<file path="src/sv/ccr_pkg.sv">
// ccr_pkg: shared types, codes and constants of the CAN command reassembler
// used by ccr_cfg_regs and can_command_reassembler_unit; no dependencies
`timescale 1ns / 1ps

package ccr_pkg;

  // fixed field widths
  localparam int CNT_W       = 10;
  localparam int TOTAL_W     = 17;
  localparam int DLC_W       = 4;
  localparam int ID_W        = 11;
  localparam int IDX_W       = 9;
  localparam int REQ_W       = 2;
  localparam int STATUS_W    = 3;
  localparam int MAX_DLC     = 8;
  localparam int DLC_SEL_W   = 3;
  localparam int HDR_BYTES   = 4;
  localparam int FRAME_OVHD  = 7;
  localparam int BUF_DEPTH_DEF = 512;

  // stream packing
  localparam int IN_TDATA_W  = 88;
  localparam int OUT_TDATA_W = 24;
  localparam int DLC_LSB     = 11;
  localparam int DATA_LSB    = 15;
  localparam int IDX_LSB     = 79;

  // configuration port
  localparam int CFG_IDX_W  = 3;
  localparam int CFG_DATA_W = 11;

  localparam logic [10:0] RST_RX_CAN_ID   = 11'd0;
  localparam logic [9:0]  RST_BUFFER_SIZE = 10'd512;
  localparam logic [7:0]  RST_SOP_BYTE    = 8'd1;
  localparam logic [7:0]  RST_EOP_BYTE    = 8'd23;
  localparam logic [7:0]  RST_ERASE_OP    = 8'd52;
  localparam logic [7:0]  RST_PROGRAM_OP  = 8'd57;

  typedef enum logic [CFG_IDX_W-1:0] {
    REG_RX_CAN_ID   = 3'd0,
    REG_BUFFER_SIZE = 3'd1,
    REG_SOP_BYTE    = 3'd2,
    REG_EOP_BYTE    = 3'd3,
    REG_ERASE_OP    = 3'd4,
    REG_PROGRAM_OP  = 3'd5
  } cfg_reg_e;

  typedef enum logic [REQ_W-1:0] {
    REQ_FRAME   = 2'd0,
    REQ_RESTART = 2'd1,
    REQ_READ    = 2'd2
  } req_e;

  typedef enum logic [STATUS_W-1:0] {
    ST_COLLECT  = 3'd0,
    ST_DONE     = 3'd1,
    ST_BADDATA  = 3'd2,
    ST_BADPARAM = 3'd3,
    ST_IGNORED  = 3'd4
  } status_e;

  typedef enum logic [2:0] {
    S_IDLE,
    S_WRITE,
    S_POST,
    S_CHECK,
    S_RDATA,
    S_FIN
  } state_e;

  typedef struct packed {
    logic [10:0] rx_can_id;
    logic [9:0]  buffer_size;
    logic [7:0]  sop_byte;
    logic [7:0]  eop_byte;
    logic [7:0]  erase_op;
    logic [7:0]  program_op;
  } cfg_t;

endpackage

</file>
<file path="src/sv/ccr_cfg_regs.sv">
// ccr_cfg_regs: configuration register file of the command reassembler
// depends on ccr_pkg for the register indexes, reset values and cfg_t
`timescale 1ns / 1ps

module ccr_cfg_regs (
  input  logic                          clk_i,
  input  logic                          rst_ni,
  input  logic                          cfg_valid_i,
  output logic                          cfg_ready_o,
  input  logic [ccr_pkg::CFG_IDX_W-1:0]  cfg_index_i,
  input  logic [ccr_pkg::CFG_DATA_W-1:0] cfg_data_i,
  output ccr_pkg::cfg_t                 cfg_o
);
  import ccr_pkg::*;

  cfg_t cfg_q;

  // writes are always taken
  assign cfg_ready_o = 1'b1;
  assign cfg_o       = cfg_q;

  // register writes, out-of-range indexes dropped
  always_ff @(posedge clk_i or negedge rst_ni) begin
    if (!rst_ni) begin
      cfg_q.rx_can_id   <= RST_RX_CAN_ID;
      cfg_q.buffer_size <= RST_BUFFER_SIZE;
      cfg_q.sop_byte    <= RST_SOP_BYTE;
      cfg_q.eop_byte    <= RST_EOP_BYTE;
      cfg_q.erase_op    <= RST_ERASE_OP;
      cfg_q.program_op  <= RST_PROGRAM_OP;
    end else if (cfg_valid_i) begin
      case (cfg_reg_e'(cfg_index_i))
        REG_RX_CAN_ID:   cfg_q.rx_can_id   <= cfg_data_i[10:0];
        REG_BUFFER_SIZE: cfg_q.buffer_size <= cfg_data_i[9:0];
        REG_SOP_BYTE:    cfg_q.sop_byte    <= cfg_data_i[7:0];
        REG_EOP_BYTE:    cfg_q.eop_byte    <= cfg_data_i[7:0];
        REG_ERASE_OP:    cfg_q.erase_op    <= cfg_data_i[7:0];
        REG_PROGRAM_OP:  cfg_q.program_op  <= cfg_data_i[7:0];
        default: ;
      endcase
    end
  end

endmodule

</file>
<file path="config.mk">
export PLATFORM = sky130hd
export DESIGN_NAME = ccr_cfg_regs
export DESIGN_NICKNAME = d
export VERILOG_FILES = /design/src/sv/ccr_pkg.sv /design/src/sv/ccr_cfg_regs.sv
export SDC_FILE = /design/constraint.sdc
export NUM_CORES = 1
export LEC_CHECK = 0
export BUFFER_PORTS_ARGS = -buffer_cell sky130_fd_sc_hd__buf_4
export CAP_MARGIN = 20
export CORE_MARGIN = 1.5
export CORE_UTILIZATION = 49
export CTS_CLUSTER_DIAMETER = 80
export DETAILED_ROUTE_END_ITERATION = 8
export GPL_TIMING_DRIVEN = 0
export PLACE_DENSITY_LB_ADDON = 0.15
export REMOVE_ABC_BUFFERS = 1
export SLEW_MARGIN = 30
export SYNTH_ARGS = -nofsm -noshare
export SYNTH_HDL_FRONTEND = slang
export SYNTH_SLANG_ARGS = --single-unit
</file>
<file path="constraint.sdc">
create_clock -name clk_i -period 0.8 [get_ports clk_i]
set_input_delay 0.04 -clock clk_i [delete_from_list [all_inputs] [get_ports clk_i]]
set_output_delay 0.04 -clock clk_i [all_outputs]
set_load 0.1 [all_outputs]
</file>
==> flow_summary.toml, run 1 <==
[outcome]
status = "aborted with a tool error"
failed_stage = "5_1_grt"
stop_error = "[ERROR DPL-0038] Utilization greater than 100%, impossible to legalize"

[clock_tree]
cts_buffer_depth = 2
cts_sinks = 53
htreeDepth = 2
cts_buffers = 5
cts_root_buffer = "clkbuf_8"

[floorplanning]
io_pins = 71
row_count = 23
initial_utilization_pct = 50.9
dieHeight_um = 67.5
die_x_um = 67.5

[placed_design]
place_inst = 234
io_buffers = 69
dp_hpwl_um = 3080
gp_congestion = 0.677

[logic_synthesis]
ys_seq_area_share_pct = 65.9
synth.distinct_cells = 9
yosys_register_bits = 53
syn_avg_cell_area_sq_um = 17.3
syn_inst = 118
synth_top_area_share_pct = 49.2
syn-cell-area_sq_um = 2040
yosysTopAreaCell = "dfrtp_1"
synth_area_leaders = "dfrtp_1 (49%), mux2_2 (29%), dfstp_2 (17%)"
synth_warnings = 0

[sta]
crit_endpoint = "cfg_o[3]"
worstEpCategory = "primary output"

[global_routing]
grt_max_degree = 54
through the flow:
step,instance area [sq um],setup slack [ns]
CTS,3610,-0.296
floorplan,2010,-0.868
detailed placement,2660,-0.759
global placement,2590,-1.75
cell usage after synthesis (all sizes together):
| cell | number |
|---|---|
| dfstp | 13 |
| buf | 5 |
| conb | 1 |
| dfrtp | 40 |
| nand4b | 2 |
| mux2 | 53 |
| nor4b | 1 |
| nor4bb | 3 |
kinds of logic after synthesis:
group                  synth area share [%]
multiplexers                           29.3
AND/OR/NAND/NOR                        3.07
buffers and inverters                  1.47
other                                 0.184
flip-flops                             65.9
timing repair:
action | CTS
gates resized for setup | 171
pin swaps | 4
endpoints found under the hold margin | 46
endpoints found under the setup margin | 106
hold buffers | 5
setup buffers | 10
==> inputs of run 2 (changes only) <==
--- a/config.mk
+++ b/config.mk
@@ -8,8 +8,7 @@
 export BUFFER_PORTS_ARGS = -buffer_cell sky130_fd_sc_hd__buf_4
 export CAP_MARGIN = 20
 export CORE_MARGIN = 1.5
-export CORE_UTILIZATION = 49
-export CTS_CLUSTER_DIAMETER = 80
+export CORE_UTILIZATION = 40
 export DETAILED_ROUTE_END_ITERATION = 8
 export GPL_TIMING_DRIVEN = 0
 export PLACE_DENSITY_LB_ADDON = 0.15
==> run 2 against run 1 <==
Net effect: the flow now finishes, with violations (setup timing); synthesized cell count is the same; synthesized area is the same.
==> flow_summary.toml, run 2 <==
[critical_path]
setup.worst_path.end_class = "primary output"
r2r-start = "cfg_o[51]$_DFFE_PN0P_"
cp_cell_sequence = "buf_12"
crit_buf_inv = 1
start_kind = "register"
crit_fanout = 2
ff2ff_setup_slack_ns = -0.14
reg2reg_depth = 2
max_stage_delay_ns = 0.57
reg2reg_to = "cfg_o[51]$_DFFE_PN0P_"
crit_slowest_cell = "dfstp_2"
arrival_ns = 1.05
cp.required_ns = 0.76
crit_type = "reg2out"
critPathTopFamily = "flip-flops"

[run]
maxCapViolations = 0

[sta]
setup_slack_ns = -0.292
slew_violations = 0
max_freq_mhz = 916
finClkSkew_ns = 0
finalCriticalPeriod_ns = 1.09
report.final.setup_viol = 92
whs_ns = 0.0119
fin_tns_setup_ns = -10.94
post-route-period-util_pct = 136
hold_viol_final = 0
rsz0062_at_grt = "yes"

[worst_hold_path]
whs_path_depth = 2
hold_end = "cfg_o[39]$_DFFE_PN0P_"
min-delay-start = "cfg_data_i[7]"
hp-class = "in2reg"

[clock_tree]
cts_sinks = 53
cts_root_buffer = "clkbuf_8"
clk_pin_slew_ns = 0.09
cts_buffers = 5
cts_buffer_depth = 2
clock_latency_ns = 0.30
cts_tree = "built"
htreeDepth = 2

[global_routing]
grt-ovfl-total = 0
grt_pass1_wl_um = 8070
grt_max_degree = 54
grt_pass1_vias = 1526
antenna_found_initial = 0
track_usage_pct = 20.2

[placed_design]
dp_hpwl_um = 3200
gp_congestion = 0.711
io_buffers = 69
post_dp_cell_area_sq_um = 2690

[cells_and_area]
final_common_cell = "buf_12"
final_cell_mix = "buf_12 (56), dfrtp_1 (40), mux2_4 (39)"
drive_above_1_share_pct = 77.3
largest_register_ffs = 53
diodes = 0
nNetsFinal = 232
syn2layout_area_growth_pct = 89.6
design_area_sq_um = 3860

[logic_synthesis]
syn_inst = 118
synth_area_leaders = "dfrtp_1 (49%), mux2_2 (29%), dfstp_2 (17%)"
synth_edf_count = 0
yosys_register_bits = 53
synth_flop_cell = "dfrtp_1"
synth_warnings = 0
synth.distinct_cells = 9
yosysMostFrequentCell = "mux2_2"
synth_top_area_share_pct = 49.2
syn_avg_cell_area_sq_um = 17.3
synth_common_cells = "mux2_2 (53), dfrtp_1 (40), dfstp_2 (13)"
ys_seq_area_share_pct = 65.9
async_flop_share_pct = 100
yosysTopAreaCell = "dfrtp_1"
syn-cell-area_sq_um = 2040

[floorplanning]
dieArea_sq_um = 5530
coreArea_sq_um = 4820
io_pins = 71
die_x_um = 74.3
initial_utilization_pct = 42.3
dieHeight_um = 74.3
row_count = 25

[pwr]
power_frac_comb_pct = 60.0
clkPwrFrac_pct = 10.8
p_leak_nw = 1.78
pwr-share-seq_pct = 29.2
swShare_pct = 47.5
p_per_area_nw_per_um2 = 3620
irDropWorstVdd_mv = 2.67
p_int_mw = 7.33
switchingPower_mw = 6.63
power_mw = 14.0

[routing]
remaining_drc_errors = 0
drtIter0Drc = 46
vias_per_cell = 4.86
wl_per_cell_um = 18.7
wl_um = 5290
final_antenna_net_count = 0
dr.pass1.iters = 4
vias = 1374

[outcome]
status = "finished, violations left"
failed_checks = "setup timing"
==> run 2: per-layer routing <==
metal / part of all wire, % / vias up / track usage (%)
met3: 4.8 / 5 / 6.23
met5: 0 / - / 0
met2: 55 / 48 / 34.7
li1: - / 614 / -
met4: 1.0 / 0 / 7.88
met1: 40 / 707 / 23.8
==> run 2: timing repair <==
item / 4_1_cts / 5_1_grt
pin swaps: 4 / 4
gates resized for setup: 174 / 46
hold buffers: 4 / 0
setup endpoints to repair: 106 / 149
endpoints found under the hold margin: 45 / 0
buffers inserted: 11 / 8
==> run 2: power by group through the flow <==
stage / combinational (mW) / sequential (mW) / clock, mW
after floorplan: 0.593 / 8.12 / 0
after global placement: 6.24 / 3.70 / 0
after detailed placement: 6.33 / 3.74 / 0
after CTS: 7.92 / 4.02 / 1.55
after global routing: 8.57 / 4.14 / 1.68
final: 8.38 / 4.07 / 1.51
==> run 2: kinds of logic (layout without fill, tap and decap cells) <==
| group | count (synthesis) | count (layout) | share of synthesized area [%] |
|---|---|---|---|
| buf+inv | 5 | 103 | 1.47 |
| mux | 53 | 53 | 29.3 |
| flops | 53 | 53 | 65.9 |
| simple gates | 6 | 6 | 3.07 |
| other cells | 1 | 1 | 0.184 |
==> run 2: worst max path at each step <==
| stage | from | end | cells after the start |
|---|---|---|---|
| after floorplan | cfg_valid_i | cfg_o[32]$_DFFE_PN0P_ | 2 |
| after CTS | cfg_o[10]$_DFFE_PN1P_ | cfg_o[10] | 1 |
| after global placement | cfg_index_i[1] | cfg_o[39]$_DFFE_PN0P_ | 3 |
| final | cfg_o[20]$_DFFE_PN1P_ | cfg_o[20] | 1 |
| after detailed placement | cfg_index_i[1] | cfg_o[51]$_DFFE_PN0P_ | 4 |
| after global routing | cfg_o[20]$_DFFE_PN1P_ | cfg_o[20] | 1 |
==> run 2: cell type report <==
class	instances	area, sq um
Tap cell	67	83.8
Fill cell	281	957
Timing Repair Buffer	95	1480
Clock buffer	8	90.1
Sequential cell	53	1340
Multi-Input combinational cell	60	863
==> run 2: stage by stage <==
step                setup slack (ns)  util (%)  cells
CTS                           -0.299      75.0    275
detailed placement            -0.693      55.9    252
finish                        -0.292      80.1    283
global placement               -1.93      54.1    249
floorplan                     -0.868         -    113
global route                  -0.323      80.1    283
Note: power is estimated with default switching activity, not from simulation.
==> inputs of run 3 (changes only) <==
--- a/config.mk
+++ b/config.mk
@@ -10,7 +10,6 @@
 export CORE_MARGIN = 1.5
 export CORE_UTILIZATION = 40
 export DETAILED_ROUTE_END_ITERATION = 8
-export GPL_TIMING_DRIVEN = 0
 export PLACE_DENSITY_LB_ADDON = 0.15
 export REMOVE_ABC_BUFFERS = 1
 export SLEW_MARGIN = 30
==> run 3 against run 2 <==
Net effect: the run still ends with setup timing left; worst hold slack improved by 0.0018 ns; global-route usage rose by 0.90 points; flip-flop and latch count did not move; combinational power is 1% lower; count of clock-buffer cells in the layout down 3; total power is 0.75% lower; worst setup slack lost 0.017 ns; first-iteration DRC count fell by 13%; clock power is essentially flat; cell area is 1.7% lower; critical endpoint is now cfg_o[24]; largest cell class unchanged; largest power group unchanged.
==> flow_summary.toml, run 3 (same netlist as run 2, synthesis figures left out) <==
[run]
maxCapViolations = 0

[outcome]
failed_checks = "setup timing"
status = "finished, violations left"

[global_routing]
grt-ovfl-total = 0
grt_max_degree = 54
grt_pass1_vias = 1505
antenna_found_initial = 0
grt_pass1_wl_um = 8340
track_usage_pct = 21.1

[critical_path]
crit_type = "reg2out"
max_stage_delay_ns = 0.58
crit_slowest_cell = "dfstp_2"
start_kind = "register"
crit_buf_inv = 1
setup.worst_path.end_class = "primary output"
cp.required_ns = 0.76
critPathTopFamily = "flip-flops"
arrival_ns = 1.07
crit_fanout = 2
cp_cell_sequence = "buf_12"

[floorplanning]
row_count = 25
die_x_um = 74.3
dieArea_sq_um = 5530
coreArea_sq_um = 4820
io_pins = 71
initial_utilization_pct = 42.3
dieHeight_um = 74.3

[routing]
remaining_drc_errors = 0
wl_per_cell_um = 19.9
dr.pass1.iters = 2
vias_per_cell = 4.92
wl_um = 5560
final_antenna_net_count = 0
drtIter0Drc = 40
vias = 1374

[clock_tree]
cts_root_buffer = "clkbuf_8"
cts_buffer_depth = 2
clock_latency_ns = 0.31
cts_tree = "built"
clk_pin_slew_ns = 0.10
cts_buffers = 5
htreeDepth = 2
cts_sinks = 53

[sta]
slew_violations = 0
hold_viol_final = 0
finalCriticalPeriod_ns = 1.11
report.final.setup_viol = 87
rsz0062_at_grt = "yes"
max_freq_mhz = 901
fin_tns_setup_ns = -11.21
finClkSkew_ns = 0
setup_slack_ns = -0.309
post-route-period-util_pct = 139
whs_ns = 0.0137

[pwr]
irDropWorstVdd_mv = 2.14
p_leak_nw = 1.73
p_per_area_nw_per_um2 = 3650
power_mw = 13.9

[cells_and_area]
n_fill_cell = 276
final_cell_mix = "buf_12 (56), dfrtp_1 (39), mux2_4 (33)"
nNetsFinal = 228
design_area_sq_um = 3790
drive_above_1_share_pct = 77.4
syn2layout_area_growth_pct = 86.4
largest_register_ffs = 53
diodes = 0
final_common_cell = "buf_12"

[placed_design]
dp_hpwl_um = 3250
post_dp_cell_area_sq_um = 2730
gp_congestion = 0.702
place_ws_ns = -0.463
io_buffers = 69

[worst_hold_path]
hp-class = "in2reg"
[run 3: cell count changes in the layout (fill, tap and decap cells not counted), moves of 2 or more]
cell	previous run	this run
buf_6	15	9
mux2_2	14	20
mux2_4	39	33
clkbuf_1	2	0
clkinv_2	0	2
dlygate4sd3_1	4	6
[run 3: cell type report]
type	count	area [sq um]	area share [%]
sequential	53	1340	35.4
multi-input combinational	60	841	22.2
tap	67	83.8	2.21
clock inverter	3	17.5	0.462
clock buffer	5	68.8	1.81
timing repair buffer	91	1440	37.9
[run 3: where the power goes]
part | internal [mW] | total, mW | leakage, nW | switching [mW]
Sequential | 3.38 | 4.09 | 0.615 | 0.706
Clock | 0.606 | 1.48 | 0.0439 | 0.869
Combinational | 3.15 | 8.29 | 1.07 | 5.14
Total | 7.14 | 13.9 | 1.73 | 6.72
[run 3: worst paths after layout]
kind	slack, ns	end	start	cells after the start
max	-0.31	cfg_o[24]	cfg_o[24]$_DFFE_PN1P_	1
min	0.01	cfg_o[8]$_DFFE_PN0P_	cfg_data_i[0]	2
max reg2reg	-0.15	cfg_o[27]$_DFFE_PN0P_	cfg_o[27]$_DFFE_PN0P_	2
min reg2reg	0.59	cfg_o[39]$_DFFE_PN0P_	cfg_o[39]$_DFFE_PN0P_	1
max in group asynchronous	0.26	cfg_o[16]$_DFFE_PN1P_	rst_ni	3
min in group asynchronous	0.24	cfg_o[35]$_DFFE_PN0P_	rst_ni	3
[run 3: what timing repair did]
action | 4_1_cts | 5_1_grt
hold buffers | 6 | 0
gates resized for setup | 169 | 43
endpoints found under the setup margin | 88 | 99
pin swaps | 2 | 4
setup buffers | 3 | 4
endpoints found under the hold margin | 60 | 0
[run 3: through the flow]
step,util (%),instances
6_report,78.8,279
5_1_grt,78.8,279
4_1_cts,74.6,276
3_5_place_dp,56.7,259
3_3_place_gp,56.7,259
2_1_floorplan,-,113
[run 3: layer usage]
metal | vias up | share of wire [%] | track usage, % | routed length [um]
met3 | 7 | 3.8 | 5.28 | 214
met4 | 0 | 1.3 | 7.47 | 71
li1 | 604 | - | - | -
met5 | - | 0 | 0 | 0
met2 | 43 | 57 | 38.2 | 3150
met1 | 720 | 38 | 24.2 | 2120
==> inputs of run 4 (changes only) <==
--- a/config.mk
+++ b/config.mk
@@ -5,13 +5,16 @@
 export SDC_FILE = /design/constraint.sdc
 export NUM_CORES = 1
 export LEC_CHECK = 0
+export ABC_AREA = 0
 export BUFFER_PORTS_ARGS = -buffer_cell sky130_fd_sc_hd__buf_4
 export CAP_MARGIN = 20
 export CORE_MARGIN = 1.5
 export CORE_UTILIZATION = 40
+export CTS_BUF_LIST = sky130_fd_sc_hd__clkbuf_8
 export DETAILED_ROUTE_END_ITERATION = 8
 export PLACE_DENSITY_LB_ADDON = 0.15
 export REMOVE_ABC_BUFFERS = 1
+export SKIP_CTS_REPAIR_TIMING = 1
 export SLEW_MARGIN = 30
 export SYNTH_ARGS = -nofsm -noshare
 export SYNTH_HDL_FRONTEND = slang
==> run 4 against run 3 <==
Net effect: the flow still finishes with violations (setup timing); critical path depth unchanged; via count about the same; first-iteration DRC count up 93%; register-to-register slack about the same; count of clock-buffer cells in the layout unchanged; flip-flop and latch count unchanged; critical path type unchanged; critical endpoint is now cfg_o[18]; highest routed layer unchanged.
==> flow_summary.toml, run 4 (same netlist as run 2, synthesis figures left out) <==
[clock_tree]
cts_sinks = 53
clk_pin_slew_ns = 0.10
cts_buffer_depth = 2
htreeDepth = 2
cts_buffers = 5
cts_tree = "built"
clock_latency_ns = 0.31
cts_root_buffer = "clkbuf_8"

[sta]
slew_violations = 0
finClkSkew_ns = 0
setup_slack_ns = -0.309
fin_tns_setup_ns = -11.09
report.final.setup_viol = 92
hold_viol_final = 0
max_freq_mhz = 902
whs_ns = 0.0197
rsz0062_at_grt = "yes"
finalCriticalPeriod_ns = 1.11
post-route-period-util_pct = 139

[floorplanning]
dieArea_sq_um = 5530
row_count = 25
initial_utilization_pct = 42.3
coreArea_sq_um = 4820
io_pins = 71
die_x_um = 74.3
dieHeight_um = 74.3

[routing]
wl_per_cell_um = 19.2
final_antenna_net_count = 0
vias = 1373
drtIter0Drc = 77
remaining_drc_errors = 0
vias_per_cell = 4.92
dr.pass1.iters = 4
wl_um = 5370

[global_routing]
track_usage_pct = 18.4
grt_pass1_vias = 1336
grt_max_degree = 54
grt-ovfl-total = 0
antenna_found_initial = 0
grt_pass1_wl_um = 7260

[placed_design]
io_buffers = 69
dp_hpwl_um = 3250
gp_congestion = 0.702
place_inst = 259

[pwr]
switchingPower_mw = 6.67
clkPwrFrac_pct = 10.7
p_per_area_nw_per_um2 = 3670
p_int_mw = 7.03
pwr-share-seq_pct = 29.8
power_frac_comb_pct = 59.5
power_mw = 13.7
p_leak_nw = 1.68
swShare_pct = 48.7
irDropWorstVdd_mv = 2.14

[critical_path]
crit_type = "reg2out"
setup.worst_path.end_class = "primary output"
max_stage_delay_ns = 0.58
cp_cell_sequence = "buf_12"
critPathTopFamily = "flip-flops"
crit_slowest_cell = "dfstp_2"
r2r-start = "cfg_o[27]$_DFFE_PN0P_"
cp.required_ns = 0.76
ff2ff_setup_slack_ns = -0.16
crit_buf_inv = 1
crit_fanout = 2
reg2reg_to = "cfg_o[27]$_DFFE_PN0P_"
arrival_ns = 1.07
start_kind = "register"
reg2reg_depth = 2

[cells_and_area]
n_fill_cell = 288
instances_no_fill = 279
nNetsFinal = 228
largest_register_ffs = 53
final_cell_mix = "buf_12 (55), dfrtp_1 (40), mux2_2 (31)"
syn2layout_area_growth_pct = 83.5
drive_above_1_share_pct = 75.9
diodes = 0
final_common_cell = "buf_12"

[worst_hold_path]
hp-class = "in2reg"
hold_end = "cfg_o[35]$_DFFE_PN0P_"
whs_path_depth = 2
min-delay-start = "cfg_data_i[3]"

[outcome]
failed_checks = "setup timing"
status = "finished, violations left"

[run]
maxCapViolations = 0
-- run 4: power groups by stage --
stage / sequential [mW] / combinational (mW) / clock [mW]
2_1_floorplan: 8.12 / 0.593 / 0
3_3_place_gp: 3.73 / 6.28 / 0
3_5_place_dp: 3.76 / 6.34 / 0
4_1_cts: 3.72 / 6.34 / 1.50
5_1_grt: 4.15 / 8.33 / 1.64
6_report: 4.08 / 8.15 / 1.47
-- run 4: layer usage --
metal,track usage [%],routed length [um],vias up
met5,0,0,-
met2,30.0,2930,50
met3,6.10,256,6
li1,-,-,607
met4,6.67,70,0
met1,23.0,2120,710
-- run 4: final cells by class --
class / count / area [sq um] / share of cell area, %
clock buffers: 5 / 68.8 / 1.84
clock inverters: 3 / 17.5 / 0.469
multi-input cells: 60 / 791 / 21.2
flip-flops and latches: 53 / 1340 / 35.9
well taps: 67 / 83.8 / 2.24
repair buffers: 91 / 1430 / 38.3
-- run 4: through the flow --
stage	setup WS, ns	util, %	cell area (sq um)
after floorplan	-0.868	-	2010
after global placement	-0.376	56.7	2730
after detailed placement	-0.463	56.7	2730
after CTS	-0.394	58.5	2820
after global routing	-0.347	77.6	3740
final	-0.309	77.6	3740
-- run 4: how the worst max path moves through the flow --
stage                                     start               endpoint  slack [ns]  cells past startpoint
after CTS                 cfg_o[10]$_DFFE_PN1P_              cfg_o[10]       -0.39                      1
after global placement           cfg_index_i[1]  cfg_o[14]$_DFFE_PN0P_       -0.38                      4
final                     cfg_o[18]$_DFFE_PN1P_              cfg_o[18]       -0.31                      1
after floorplan                     cfg_valid_i  cfg_o[32]$_DFFE_PN0P_       -0.87                      2
after global routing      cfg_o[18]$_DFFE_PN1P_              cfg_o[18]       -0.35                      1
after detailed placement         cfg_index_i[1]  cfg_o[15]$_DFFE_PN0P_       -0.46                      4
